**config.mk**
```make
export PLATFORM = sky130hd
export DESIGN_NAME = websocket_frame_deframer
export DESIGN_NICKNAME = d
export VERILOG_FILES = /design/src/sv/wsd_pkg.sv /design/src/sv/wsd_parser.sv /design/src/sv/wsd_out_stage.sv /design/src/sv/websocket_frame_deframer.sv
export VERILOG_INCLUDE_DIRS = /design/src /design/src/sv
export SDC_FILE = /design/constraint.sdc
export NUM_CORES = 1
export LEC_CHECK = 0
export ABC_AREA = 0
export BUFFER_PORTS_ARGS = -buffer_cell sky130_fd_sc_hd__clkbuf_2
export CELL_PAD_IN_SITES_DETAIL_PLACEMENT = 0
export CELL_PAD_IN_SITES_GLOBAL_PLACEMENT = 1
export CORE_MARGIN = 2
export CORE_UTILIZATION = 50
export CTS_BUF_LIST = sky130_fd_sc_hd__clkbuf_4 sky130_fd_sc_hd__clkbuf_8
export DETAILED_ROUTE_END_ITERATION = 6
export GPL_TIMING_DRIVEN = 0
export HOLD_SLACK_MARGIN = 0.02
export MAX_ROUTING_LAYER = met4
export PLACE_DENSITY_LB_ADDON = 0.05
export REMOVE_ABC_BUFFERS = 1
export SETUP_SLACK_MARGIN = 0.3
export SLEW_MARGIN = 20
export SYNTH_ARGS = -nofsm -noshare
export SYNTH_HDL_FRONTEND = slang
export SYNTH_HIERARCHICAL = 1
export SYNTH_SLANG_ARGS = --single-unit
```
**constraint.sdc**
```tcl
create_clock -name clk -period 8.55 [get_ports clk]
set_clock_uncertainty 0.2 [all_clocks]
set_input_delay 0.855 -clock clk [delete_from_list [all_inputs] [get_ports clk]]
set_output_delay 0.855 -clock clk [all_outputs]
set_load 0.05 [all_outputs]
```
**src/sv/websocket_frame_deframer_assert.svh**
```systemverilog
`ifndef WEBSOCKET_FRAME_DEFRAMER_ASSERT_SVH
`define WEBSOCKET_FRAME_DEFRAMER_ASSERT_SVH

// Same-cycle implication, disabled while reset is low.
`define WSD_ASSERT_IMP(label, clk, rst_n, ante, cons) \
  label: assert property (@(posedge clk) disable iff (!rst_n) (ante) |-> (cons)) \
    else $error("deframer assertion failed");

// Next-cycle implication, disabled while reset is low.
`define WSD_ASSERT_NXT(label, clk, rst_n, ante, cons) \
  label: assert property (@(posedge clk) disable iff (!rst_n) (ante) |=> (cons)) \
    else $error("deframer assertion failed");

`endif

```
**src/sv/wsd_pkg.sv**
```systemverilog
package wsd_pkg;

  localparam int LEN_W = 63;

  localparam logic [6:0] LEN_CODE_16    = 7'd126;
  localparam logic [6:0] LEN_CODE_64    = 7'd127;
  localparam logic [3:0] EXT16_BYTES    = 4'd2;
  localparam logic [3:0] EXT64_BYTES    = 4'd8;
  localparam logic [3:0] MASK_KEY_BYTES = 4'd4;

  typedef enum logic [4:0] {
    PH_HDR0    = 5'b00001,
    PH_HDR1    = 5'b00010,
    PH_EXTLEN  = 5'b00100,
    PH_KEY     = 5'b01000,
    PH_PAYLOAD = 5'b10000
  } phase_t;

  typedef struct packed {
    logic [7:0]       payload_byte;
    logic [3:0]       opcode;
    logic             fin;
    logic [LEN_W-1:0] frame_length;
    logic             last;
    logic             empty_res;
  } wsd_res_t;

endpackage

```
**src/sv/wsd_parser.sv**
```systemverilog
module wsd_parser
  import wsd_pkg::*;
(
  input  logic       clk,
  input  logic       rst_n,
  input  logic       step_en,
  input  logic [7:0] data_byte,
  output logic       res_vld,
  output wsd_res_t   res
);

  phase_t           phase_r, phase_nxt;
  logic [4:0]       hdr_bits_r, hdr_bits_nxt;
  logic             masked_r, masked_nxt;
  logic [3:0]       left_r, left_nxt;
  logic [LEN_W-1:0] len_r, len_nxt;
  logic [31:0]      key_r, key_nxt;
  logic [LEN_W-1:0] rem_r, rem_nxt;
  logic [1:0]       pos_r, pos_nxt;

  logic             len_fin;
  logic             hdr_done;
  logic             msk;
  logic [LEN_W-1:0] len_val;
  logic [7:0]       key_byte;

  always_comb begin
    case (pos_r)
      2'd0:    key_byte = key_r[31:24];
      2'd1:    key_byte = key_r[23:16];
      2'd2:    key_byte = key_r[15:8];
      default: key_byte = key_r[7:0];
    endcase
  end

  always_comb begin
    phase_nxt    = phase_r;
    hdr_bits_nxt = hdr_bits_r;
    masked_nxt   = masked_r;
    left_nxt     = left_r;
    len_nxt      = len_r;
    key_nxt      = key_r;
    rem_nxt      = rem_r;
    pos_nxt      = pos_r;
    len_fin      = 1'b0;
    hdr_done     = 1'b0;
    msk          = masked_r;
    len_val      = len_r;
    res_vld      = 1'b0;
    res.payload_byte = 8'd0;
    res.opcode       = hdr_bits_r[3:0];
    res.fin          = hdr_bits_r[4];
    res.frame_length = len_r;
    res.last         = 1'b0;
    res.empty_res    = 1'b0;

    if (step_en) begin
      case (phase_r)
        PH_HDR1: begin
          msk        = data_byte[7];
          masked_nxt = data_byte[7];
          if (data_byte[6:0] == LEN_CODE_16) begin
            left_nxt  = EXT16_BYTES;
            len_nxt   = '0;
            phase_nxt = PH_EXTLEN;
          end else if (data_byte[6:0] == LEN_CODE_64) begin
            left_nxt  = EXT64_BYTES;
            len_nxt   = '0;
            phase_nxt = PH_EXTLEN;
          end else begin
            len_val = {{(LEN_W-7){1'b0}}, data_byte[6:0]};
            len_fin = 1'b1;
          end
        end
        PH_EXTLEN: begin
          len_val  = {len_r[LEN_W-9:0], data_byte};
          len_nxt  = len_val;
          left_nxt = left_r - 4'd1;
          if (left_r == 4'd1) begin
            len_fin = 1'b1;
          end
        end
        PH_KEY: begin
          key_nxt  = {key_r[23:0], data_byte};
          left_nxt = left_r - 4'd1;
          if (left_r == 4'd1) begin
            hdr_done = 1'b1;
          end
        end
        PH_PAYLOAD: begin
          res_vld          = 1'b1;
          res.payload_byte = data_byte ^ key_byte;
          res.last         = (rem_r == {{(LEN_W-1){1'b0}}, 1'b1});
          rem_nxt          = rem_r - {{(LEN_W-1){1'b0}}, 1'b1};
          pos_nxt          = pos_r + 2'd1;
          if (res.last) begin
            phase_nxt = PH_HDR0;
          end
        end
        default: begin
          hdr_bits_nxt = {data_byte[7], data_byte[3:0]};
          phase_nxt    = PH_HDR1;
        end
      endcase

      if (len_fin) begin
        len_nxt = len_val;
        key_nxt = '0;
        if (msk) begin
          left_nxt  = MASK_KEY_BYTES;
          phase_nxt = PH_KEY;
        end else begin
          hdr_done = 1'b1;
        end
      end

      if (hdr_done) begin
        rem_nxt = len_val;
        pos_nxt = 2'd0;
        if (len_val == '0) begin
          res_vld          = 1'b1;
          res.last         = 1'b1;
          res.empty_res    = 1'b1;
          res.frame_length = len_val;
          phase_nxt        = PH_HDR0;
        end else begin
          phase_nxt = PH_PAYLOAD;
        end
      end
    end
  end

  always_ff @(posedge clk) begin
    if (!rst_n) begin
      phase_r    <= PH_HDR0;
      hdr_bits_r <= '0;
      masked_r   <= 1'b0;
      left_r     <= '0;
      len_r      <= '0;
      key_r      <= '0;
      rem_r      <= '0;
      pos_r      <= '0;
    end else begin
      phase_r    <= phase_nxt;
      hdr_bits_r <= hdr_bits_nxt;
      masked_r   <= masked_nxt;
      left_r     <= left_nxt;
      len_r      <= len_nxt;
      key_r      <= key_nxt;
      rem_r      <= rem_nxt;
      pos_r      <= pos_nxt;
    end
  end

endmodule

```
**src/sv/wsd_out_stage.sv**
```systemverilog
module wsd_out_stage
  import wsd_pkg::*;
(
  input  logic     clk,
  input  logic     rst_n,
  input  logic     res_vld,
  input  wsd_res_t res,
  input  logic     out_ready,
  output logic     adv,
  output logic     out_valid,
  output wsd_res_t out_res
);

  logic     vld_r;
  wsd_res_t res_r;

  assign adv       = !vld_r || out_ready;
  assign out_valid = vld_r;
  assign out_res   = res_r;

  always_ff @(posedge clk) begin
    if (!rst_n) begin
      vld_r <= 1'b0;
    end else if (adv) begin
      vld_r <= res_vld;
    end
  end

  always_ff @(posedge clk) begin
    if (adv && res_vld) begin
      res_r <= res;
    end
  end

endmodule

```
**src/sv/websocket_frame_deframer.sv**
```systemverilog
// A byte is held in the input register, its result in the output register.
// Throughput: one byte per cycle unless stalled; single header/payload parser stage.
// Empty frames give their one result on the byte that completes the header.
// Reset: synchronous, active low; the parser waits for a first header byte and
// both the input and output registers are emptied.
`include "websocket_frame_deframer_assert.svh"

module websocket_frame_deframer
  import wsd_pkg::*;
(
  input  logic             clk,
  input  logic             rst_n,
  input  logic             in_valid,
  output logic             in_ready,
  input  logic [7:0]       in_data_byte,
  output logic             out_valid,
  input  logic             out_ready,
  output logic [7:0]       out_payload_byte,
  output logic [3:0]       out_opcode,
  output logic             out_fin,
  output logic [LEN_W-1:0] out_frame_length,
  output logic             out_last,
  output logic             out_empty_res
);

  logic       in_vld_r;
  logic [7:0] byte_r;
  logic       adv;
  logic       res_vld;
  wsd_res_t   res;
  wsd_res_t   out_res;

  assign in_ready = adv || !in_vld_r;

  always_ff @(posedge clk) begin
    if (!rst_n) begin
      in_vld_r <= 1'b0;
    end else if (in_ready) begin
      in_vld_r <= in_valid;
    end
  end

  always_ff @(posedge clk) begin
    if (in_ready && in_valid) begin
      byte_r <= in_data_byte;
    end
  end

  wsd_parser u_parser (
    .clk       (clk),
    .rst_n     (rst_n),
    .step_en   (in_vld_r && adv),
    .data_byte (byte_r),
    .res_vld   (res_vld),
    .res       (res)
  );

  wsd_out_stage u_out (
    .clk       (clk),
    .rst_n     (rst_n),
    .res_vld   (res_vld),
    .res       (res),
    .out_ready (out_ready),
    .adv       (adv),
    .out_valid (out_valid),
    .out_res   (out_res)
  );

  assign out_payload_byte = out_res.payload_byte;
  assign out_opcode       = out_res.opcode;
  assign out_fin          = out_res.fin;
  assign out_frame_length = out_res.frame_length;
  assign out_last         = out_res.last;
  assign out_empty_res    = out_res.empty_res;

  `WSD_ASSERT_IMP(a_empty_is_last, clk, rst_n, out_valid && out_empty_res, out_last && (out_payload_byte == 8'd0))
  `WSD_ASSERT_IMP(a_payload_len_nonzero, clk, rst_n, out_valid && !out_empty_res, out_frame_length != '0)
  `WSD_ASSERT_NXT(a_stalled_byte_held, clk, rst_n, in_vld_r && !adv, in_vld_r && $stable(byte_r))

endmodule
```
# After elaboration in Yosys (flattened, before gate mapping)
# Index checks and enable logic that the tools add are counted.
[op_classes]
bitwise = 2
reduce_logical = 20
mux = 47
add_sub_neg = 3
eq_ne = 11
[op_table]
columns = ["operator", "n"]
rows = [
  ["63-bit 2-to-1 mux", 8],
  ["63-bit one-hot mux with 2 select lines", 2],
  ["65-bit 2-to-1 mux", 3],
  ["32-bit 2-to-1 mux", 2],
  ["63-bit by 1-bit == test with 1-bit output (second input constant)", 1],
  ["63-bit logical NOT", 1],
  ["63-bit by 1-bit subtractor with 63-bit output (second input constant)", 1],
  ["5-bit 2-to-1 mux", 7],
  ["8-bit one-hot mux with 3 select lines", 1],
  ["4-bit 2-to-1 mux", 4],
  ["1-bit 2-to-1 mux", 15],
  ["5-bit one-hot mux with 3 select lines", 1],
  ["7-bit == test (second input constant)", 2],
  ["2-bit AND reduction", 5],
  ["4-bit one-hot mux with 2 select lines", 1],
  ["8-bit bitwise XOR", 1],
  ["5-bit by 2-bit == test with 1-bit output (second input constant)", 1],
  ["5-bit by 3-bit == test with 1-bit output (second input constant)", 1],
  ["5-bit by 4-bit == test with 1-bit output (second input constant)", 1],
  ["5-bit == test (second input constant)", 1],
  ["4-bit by 1-bit == test with 1-bit output (second input constant)", 1],
  ["2-bit 2-to-1 mux", 2],
  ["4-bit by 1-bit != test with 1-bit output (second input constant)", 1],
  ["2-bit nonzero test", 2],
  ["14 further kinds", 18],
]
[word_totals]
output_inout_bits = 80
regBits = 263

# Longest topological paths before layout
# Gate-level depths: netlist of the first run.
[depth]
word_depth = 10
mapped_depth = 12
depth_no_buf = 10

# Hierarchy
# Netlist of the first run, hierarchy kept.
[by_module_without_submodules]
columns = ["module", "cells_per_inst", "area_per_inst_um2", "instances"]
rows = [
  ["wsd_parser", 1299, 9949.5, 1],
  ["wsd_out_stage", 83, 2399.8, 1],
  ["websocket_frame_deframer", 14, 305.3, 1],
]

# Worst setup path after synthesis of the first run
# Ideal clock, no wire load.
[synth_path]
path_kind = "in2reg"
from = "input out_ready"
to = "register u_out.res_r (netlist bit u_out/out_res[0]), enable pin"
path_slack_ps = 4614
setup_time_ps = 382
cell_stages = 10
path_buffers = 3
arrival_ps = 3355
cell_sequence = "nand2b_4 -> and2_2 -> clkbuf_1 -> clkinv_1 -> nor2_1 -> clkbuf_1 -> buf_1 -> nand2_1 -> o21ai_0 -> and2_4"
[synth_via]
elab_chain_cells = 4
[synth_rtl]
columns = ["element", "line", "rtl"]
rows = [
  ["start: declaration", "websocket_frame_deframer.sv:17", "input logic out_ready,"],
  ["1-bit logical OR", "wsd_out_stage.sv:17", "assign adv = !vld_r || out_ready;"],
  ["1-bit logical AND", "websocket_frame_deframer.sv:52", ".step_en (in_vld_r && adv),"],
  ["1-bit 2-to-1 mux", "wsd_parser.sv:57", "if (step_en) begin"],
  ["via res_vld", "websocket_frame_deframer.sv:29", "logic res_vld;"],
  ["1-bit logical AND", "wsd_out_stage.sv:30", "if (adv && res_vld) begin"],
  ["end signal: assignment", "wsd_out_stage.sv:31", "res_r <= res;"],
  ["end: declaration", "wsd_out_stage.sv:15", "wsd_res_t res_r;"],
]
# The timed path passes the listed nets, and every way through them passes these cells.
# A chain may end at the register's enable or synchronous reset.

# Worst setup path in the final report of the first run
[layout_path]
from = "register u_parser.len_r[43]"
to = "register u_out.res_r (netlist bit u_out/out_res[21]), enable pin"
[layout_via]
elab_chain_cells = 9
[layout_rtl]
columns = ["element", "line", "rtl"]
rows = [
  ["start: declaration", "wsd_parser.sv:16", "logic [LEN_W-1:0] len_r, len_nxt;"],
  ["start signal: assignment", "wsd_parser.sv:148", "len_r <= len_nxt;"],
  ["63-bit 2-to-1 mux", "wsd_parser.sv:66", "end else if (data_byte[6:0] == LEN_CODE_64) begin"],
  ["63-bit 2-to-1 mux", "wsd_parser.sv:62", "if (data_byte[6:0] == LEN_CODE_16) begin"],
  ["63-bit one-hot mux with 2 select lines (*)", "wsd_parser.sv:58", "case (phase_r)"],
  ["63-bit 2-to-1 mux (*)", "wsd_parser.sv:57", ""],
  ["63-bit logical NOT (*)", "wsd_parser.sv:120", "if (len_val == '0) begin"],
  ["1-bit 2-to-1 mux (*)", "wsd_parser.sv:120", ""],
  ["1-bit 2-to-1 mux (*)", "wsd_parser.sv:117", "if (hdr_done) begin"],
  ["1-bit 2-to-1 mux (*)", "wsd_parser.sv:57", ""],
  ["via res_vld", "websocket_frame_deframer.sv:29", ""],
  ["1-bit logical AND (*)", "wsd_out_stage.sv:30", ""],
]
# The timed path passes the listed nets; every way through them passes the cells marked *. The select of a mux whose other input is x is not followed.

==> flow_summary.yaml, run 1 <==
status:
  status: "finished clean"
critical_path:
  path_class: "reg -> reg"
  endpoint_kind: "register"
  crit_fanout: 56
  cp_data_required_time_ps: 8570
  start_kind: "register"
  worstPathArrival_ps: 4450
route:
  first_iter_violations: 1235
  finalWirelength_um: 38500
  drcViolationCount: 0
  via_per_inst: 6.32
  ant_nets: 0
  dr.pass1.iters: 6
  avgRoutedWirePerCell_um: 21.2
  vias: 11500
finish:
  fill_cells: 2269
  layout.cells.non_filler: 1819
  drive_gt1_share_pct: 16.5
  final_core_util_pct: 58.7
  syn_to_final_growth_pct: 16.1
  antennaDiodeCount: 0
  nets: 1472
clock_tree:
  clk_latency_ps: 550
  cts_tree: "built"
  root_buffer: "clkbuf_8"
  post_cts_buffers: 0
  cts_resized: 0
  cts_max_path_buffers: 3
  clkSlewWorstSetupHoldPaths_ps: 60
  htree_levels: 2
  cts.sinks: 263
  cts_buffers: 46
  hold_buffers: 0
sta:
  fmax_mhz: 225
  slew_headroom_pct: 31.9
  fin_crit_ps: 4440
  fin_setup_tns_ps: 0
  setup_viol: 0
  rsz0062_at_grt: "false"
  hold_viol_final: 0
  finalCritPeriodShare_pct: 51.9
  worst_pin_slew_ps: 1020
  slew_viol_final: 0
floorplanning:
  fp.dieW_um: 163
  start_util_pct: 50.5
  die_h_um: 163
  dieArea_sq_mm: 0.0266
  io_pins: 92
  core-area_sq_mm: 0.0250
  num_rows: 58
power:
  p_leak_nw: 5.73
  power_frac_comb_pct: 5.5
  swShare_pct: 23.6
  p_switching_uw: 626
  ir_worst_vdd_mv: 0.148
  clkPwrFrac_pct: 45.2
  p_per_area_mw_per_mm2: 180
  internal_power_mw: 2.02
  power_frac_seq_pct: 49.3
synth:
  ys_warn_count: 6
  syn_area_per_cell_sq_um: 9.06
  synth-seq-area-share_pct: 48.4
  synth_fa_ha_area_share_pct: 0.791
  synth-async-reset-ratio_pct: 0
  synth_area_leader_cell: "dfxtp_1"
  synth_compound_area_share_pct: 26.0
  synthMuxAreaShare_pct: 0.742
  syn-cell-area_sq_mm: 0.0127
  synth_common_cells: "dfxtp_1 (177), nor2_1 (143), a21oi_1 (123), clkbuf_1 (109), nand2_1 (101)"
  ys_top_cells_by_area: "dfxtp_1 (28%), edfxtp_1 (20%), a21oi_1 (4.9%), nor2_1 (4.2%), a21boi_0 (3.3%)"
  synth_top_area_share_pct: 28.0
  synthSimpleGateAreaFrac_pct: 19.3
  syn-instance-count: 1396
  synth_edf_count: 86
  ys_seq_elements: 263
  synth_flop_cell: "dfxtp_1"
  synth_top_family_by_area: "compound AO/OA/AOI/OAI gates"
  ys_types: 77
  synth.most_common_cell: "dfxtp_1"
  synth-xor-area-share_pct: 0.831
grt:
  grt_pass1_wl_um: 60000
  grt_overflow: 0
  grt_usage_pct: 29.4
  antenna_found_initial: 0
  grt_max_degree: 92
  grt_pass1_vias: 10400
placement:
  port_buffers: 91
  dpl.hpwl_um: 25000
  place_congestion: 0.877
  placed_cells: 1733
min_path:
  hold_class: "reg -> reg"
job:
  max_cap_viol_count: 0
-- critical path: stages (launching register included) --
cell,delay (ps)
dfxtp_1,420
nor4_1,820
nand4_1,180
nor4_1,720
a21oi_1,210
or3_1,460
o21ai_0,270
and2_4,450
buf_16,300
-- metal layers --
metal / up-vias / GRT usage, % / share of wire, % / routed length (um)
li1: 5407 / - / - / -
met1: 5593 / 40.5 / 44 / 17100
met2: 433 / 45.3 / 47 / 18000
met3: 55 / 4.42 / 6.6 / 2530
met4: 0 / 8.13 / 2.1 / 822
met5: - / - / 0 / 0
-- placed cells by master, fill, tap and decap left out, drive strengths merged, types with 19 or more instances in the layout --
cell type	count
a21boi	69
a21oi	123
a22oi	51
and3	55
buf	36
clkbuf	160
dfxtp	177
edfxtp	86
nand2	101
nand3	29
nor2	143
nor3	39
nor4	35
o21ai	82
or3	19
-- area by class of cell --
class | count | area, sq um | area share, %
Timing Repair Buffer | 127 | 987 | 6.72
Clock buffer | 69 | 831 | 5.66
Sequential cell | 263 | 6130 | 41.7
Multi-Input combinational cell | 1000 | 6150 | 41.9
Clock inverter | 16 | 124 | 0.843
Inverter | 14 | 57.6 | 0.392
Tap cell | 330 | 413 | 2.81
-- path summary, 6_finish.rpt --
kind | end | from | depth (start not counted) | slack (ps)
min reg2reg | u_out/out_res[69] | u_parser/hdr_bits_r[3] | 0 | 230
min | u_out/out_res[69] | u_parser/hdr_bits_r[3] | 0 | 230
max reg2reg | u_out/out_res[21] | u_parser/len_r[43] | 8 | 4110
max | u_out/out_res[21] | u_parser/len_r[43] | 8 | 4110
-- stage by stage --
step                      hold WS, ps  area [sq um]  setup slack [ps]  power [mW]
after global placement            212         13100             -6760        1.46
after floorplan                   208         12200               348        1.42
after global routing              251         14700              4030        2.74
final                             235         14700              4110        2.65
after CTS                         237         14700              3930        2.67
after detailed placement          218         13700              3800        1.48
-- cells by family (layout without fill, tap and decap cells) --
| logic type | count (synthesis) | in the layout |
|---|---|---|
| mux | 9 | 9 |
| simple gates | 486 | 486 |
| buf+inv | 133 | 226 |
| flops | 263 | 263 |
| compound gates | 485 | 485 |
| fa+ha+maj | 8 | 8 |
| xor+xnor | 12 | 12 |
-- state kept, by name, summed over array words and instances (netlist names), 2 cells and up --
signal and cells:
u_parser/left_r 4, u_parser/pos_r 2, u_parser/phase_r 5, u_out/out_res 78, u_parser/key_r 32, byte_r 8, u_parser/len_r 63, u_parser/rem_r 63
u_parser/hdr_bits_r 5
-- power groups by stage --
stage	clock network [mW]	logic (mW)	registers, mW
after floorplan	0	0.0897	1.33
after global placement	0	0.132	1.33
after detailed placement	0	0.144	1.33
after CTS	1.22	0.144	1.31
after global routing	1.27	0.159	1.31
final	1.20	0.146	1.31
No activity file was read; power rests on OpenSTA's default activity.
==> run 2: changes to the inputs <==
ABC_AREA = 1   (was 0)
CORE_UTILIZATION = 46   (was 50)
clock period = 4.53 ns   (was 8.55 ns; I/O delays follow)
==> flow_summary.yaml, run 2 <==
status:
  status: "finished clean"
route:
  ant_nets: 0
  finalWirelength_um: 47900
  drcViolationCount: 0
  via_per_inst: 5.52
  dr.pass1.iters: 5
  avgRoutedWirePerCell_um: 18.3
  first_iter_violations: 1314
  vias: 14400
sta:
  finalCritPeriodShare_pct: 90.0
  rsz0062_at_grt: "false"
  fmax_mhz: 245
  slew_headroom_pct: 45.3
  timing.hold.ws_ps: 230
  hold_viol_final: 0
  slew_viol_final: 0
  setup_viol: 0
  fin_setup_tns_ps: 0
  fin_crit_ps: 4070
  worst_pin_slew_ps: 820
critical_path:
  crit_top_cell: "nand2_1"
  start_kind: "register"
  path_cells: "nand2_4, nor2_4, buf_4, buf_16, buf_12, nand3_1, nand2_1, nand2_1, nand3_1, nor2_1, nand2_1, nor2_1, nand2_1, nor2_4, nand3_4, nand2_1, inv_1, a21oi_4, buf_16, buf_16, buf_16"
  worstPathArrival_ps: 4140
  cp_data_required_time_ps: 4590
  path_class: "reg -> reg"
  slowest_stage: "edfxtp_1"
  crit_fanout: 31
  crit_path_max_incr_delay_ps: 480
  endpoint_kind: "register"
finish:
  nets: 2192
  layout_commonest_cell: "nand2_1"
  drive_gt1_share_pct: 14.5
  layout.cells.non_filler: 2613
  syn_to_final_growth_pct: 16.4
  layout_common_cells: "nand2_1 (533), nor2_1 (255), nand3_1 (200), dfxtp_1 (177), a21oi_1 (152)"
  antennaDiodeCount: 0
  largest_reg_flops: 78
placement:
  port_buffers: 91
  dpl.hpwl_um: 31400
  placed_cells: 2489
  place_congestion: 0.910
clock_tree:
  cts_max_path_buffers: 3
  htree_levels: 2
  root_buffer: "clkbuf_8"
  clk_latency_ps: 590
  clkSlewWorstSetupHoldPaths_ps: 60
  cts_buffers: 48
  cts_tree: "built"
  cts.sinks: 263
synth:
  ys_seq_elements: 263
  syn-instance-count: 2096
  syn_area_per_cell_sq_um: 7.01
  synth-seq-area-share_pct: 41.7
  ys_top_cells_by_area: "dfxtp_1 (24%), edfxtp_1 (18%), nand2_1 (14%), nand3_1 (7.0%), nor2_1 (6.6%)"
  synth_flop_cell: "dfxtp_1"
  synth_area_leader_cell: "dfxtp_1"
  synth_edf_count: 86
  synth-async-reset-ratio_pct: 0
  synth_top_area_share_pct: 24.1
  ys_types: 45
  syn-cell-area_sq_mm: 0.0147
  synth_common_cells: "nand2_1 (535), nor2_1 (259), nand3_1 (206), dfxtp_1 (177), a21oi_1 (153)"
  synth.most_common_cell: "nand2_1"
  ys_warn_count: 6
floorplanning:
  core-area_sq_mm: 0.0315
  num_rows: 65
  dieArea_sq_mm: 0.0334
  fp.dieW_um: 183
  die_h_um: 183
  start_util_pct: 46.7
  io_pins: 92
grt:
  antenna_found_initial: 0
  grt_overflow: 0
  grt_usage_pct: 29.0
  grt_pass1_vias: 13100
  grt_max_degree: 100
  grt_pass1_wl_um: 74300
power:
  ir_worst_vdd_mv: 0.390
  p_leak_nw: 7.92
  p_per_area_mw_per_mm2: 332
  power.total_mw: 5.67
job:
  max_cap_viol_count: 0
min_path:
  hold_class: "reg -> reg"
-- run 2: logic make-up after synthesis --
group,share of synthesized area [%]
AO/OA/AOI/OAI,14.5
XOR/XNOR,3.16
adder cells (fa/ha/maj),0.681
buffers and inverters,8.30
flip-flops,41.7
AND/OR/NAND/NOR,31.7
-- run 2: through the flow --
| step | area (sq um) | util, % | setup slack (ps) |
|---|---|---|---|
| 2_1_floorplan | 14100 | - | -5200 |
| 3_3_place_gp | 15100 | 47.9 | -10180 |
| 3_5_place_dp | 15600 | 49.7 | -1120 |
| 4_1_cts | 17000 | 53.9 | 308 |
| 5_1_grt | 17100 | 54.4 | 289 |
| 6_report | 17100 | 54.4 | 455 |
-- run 2: per-layer routing --
layer / global-route usage [%] / share of wire, %
met2: 42.5 / 44
met5: - / 0
met3: 4.03 / 6.5
met4: 7.74 / 2.2
met1: 41.9 / 48
-- run 2: worst paths after layout --
check,startpoint,to,slack [ps],cells past startpoint
max,byte_r[2],u_out/out_res[60],460,21
max reg2reg,byte_r[2],u_out/out_res[60],460,21
min,u_parser/hdr_bits_r[3],u_out/out_res[69],230,0
min reg2reg,u_parser/hdr_bits_r[3],u_out/out_res[69],230,0
-- run 2: timing repair --
| item | CTS | global route |
|---|---|---|
| cloned | 4 | 1 |
| setup buffers | 10 | 10 |
| pin swaps | 6 | 1 |
| hold buffers | 10 | 0 |
| hold endpoints to repair | 10 | 0 |
| endpoints found under the setup margin | 146 | 48 |
| resized for setup | 8 | 12 |
-- run 2: layout make-up --
| class | instances | area, sq um |
|---|---|---|
| Sequential cell | 263 | 6130 |
| Multi-Input combinational cell | 1547 | 7530 |
| Tap cell | 402 | 503 |
| Clock inverter | 18 | 214 |
| Inverter | 171 | 664 |
| Fill cell | 3105 | 14400 |
| Clock buffer | 71 | 877 |
| Timing Repair Buffer | 141 | 1190 |
-- run 2: report_power, final --
group	internal (mW)	switching (mW)	total (mW)	leakage [nW]
Combinational	0.206	0.411	0.617	5.25
Clock	1.53	1.05	2.58	0.582
Sequential	2.45	0.0275	2.48	2.10
-- run 2: critical path, delay by kind of cell (launching register included) --
kind / cells / cell delay, ps
simple gates: 13 / 1660
compound gates: 1 / 190
buf+inv: 7 / 1130
flops: 1 / 480
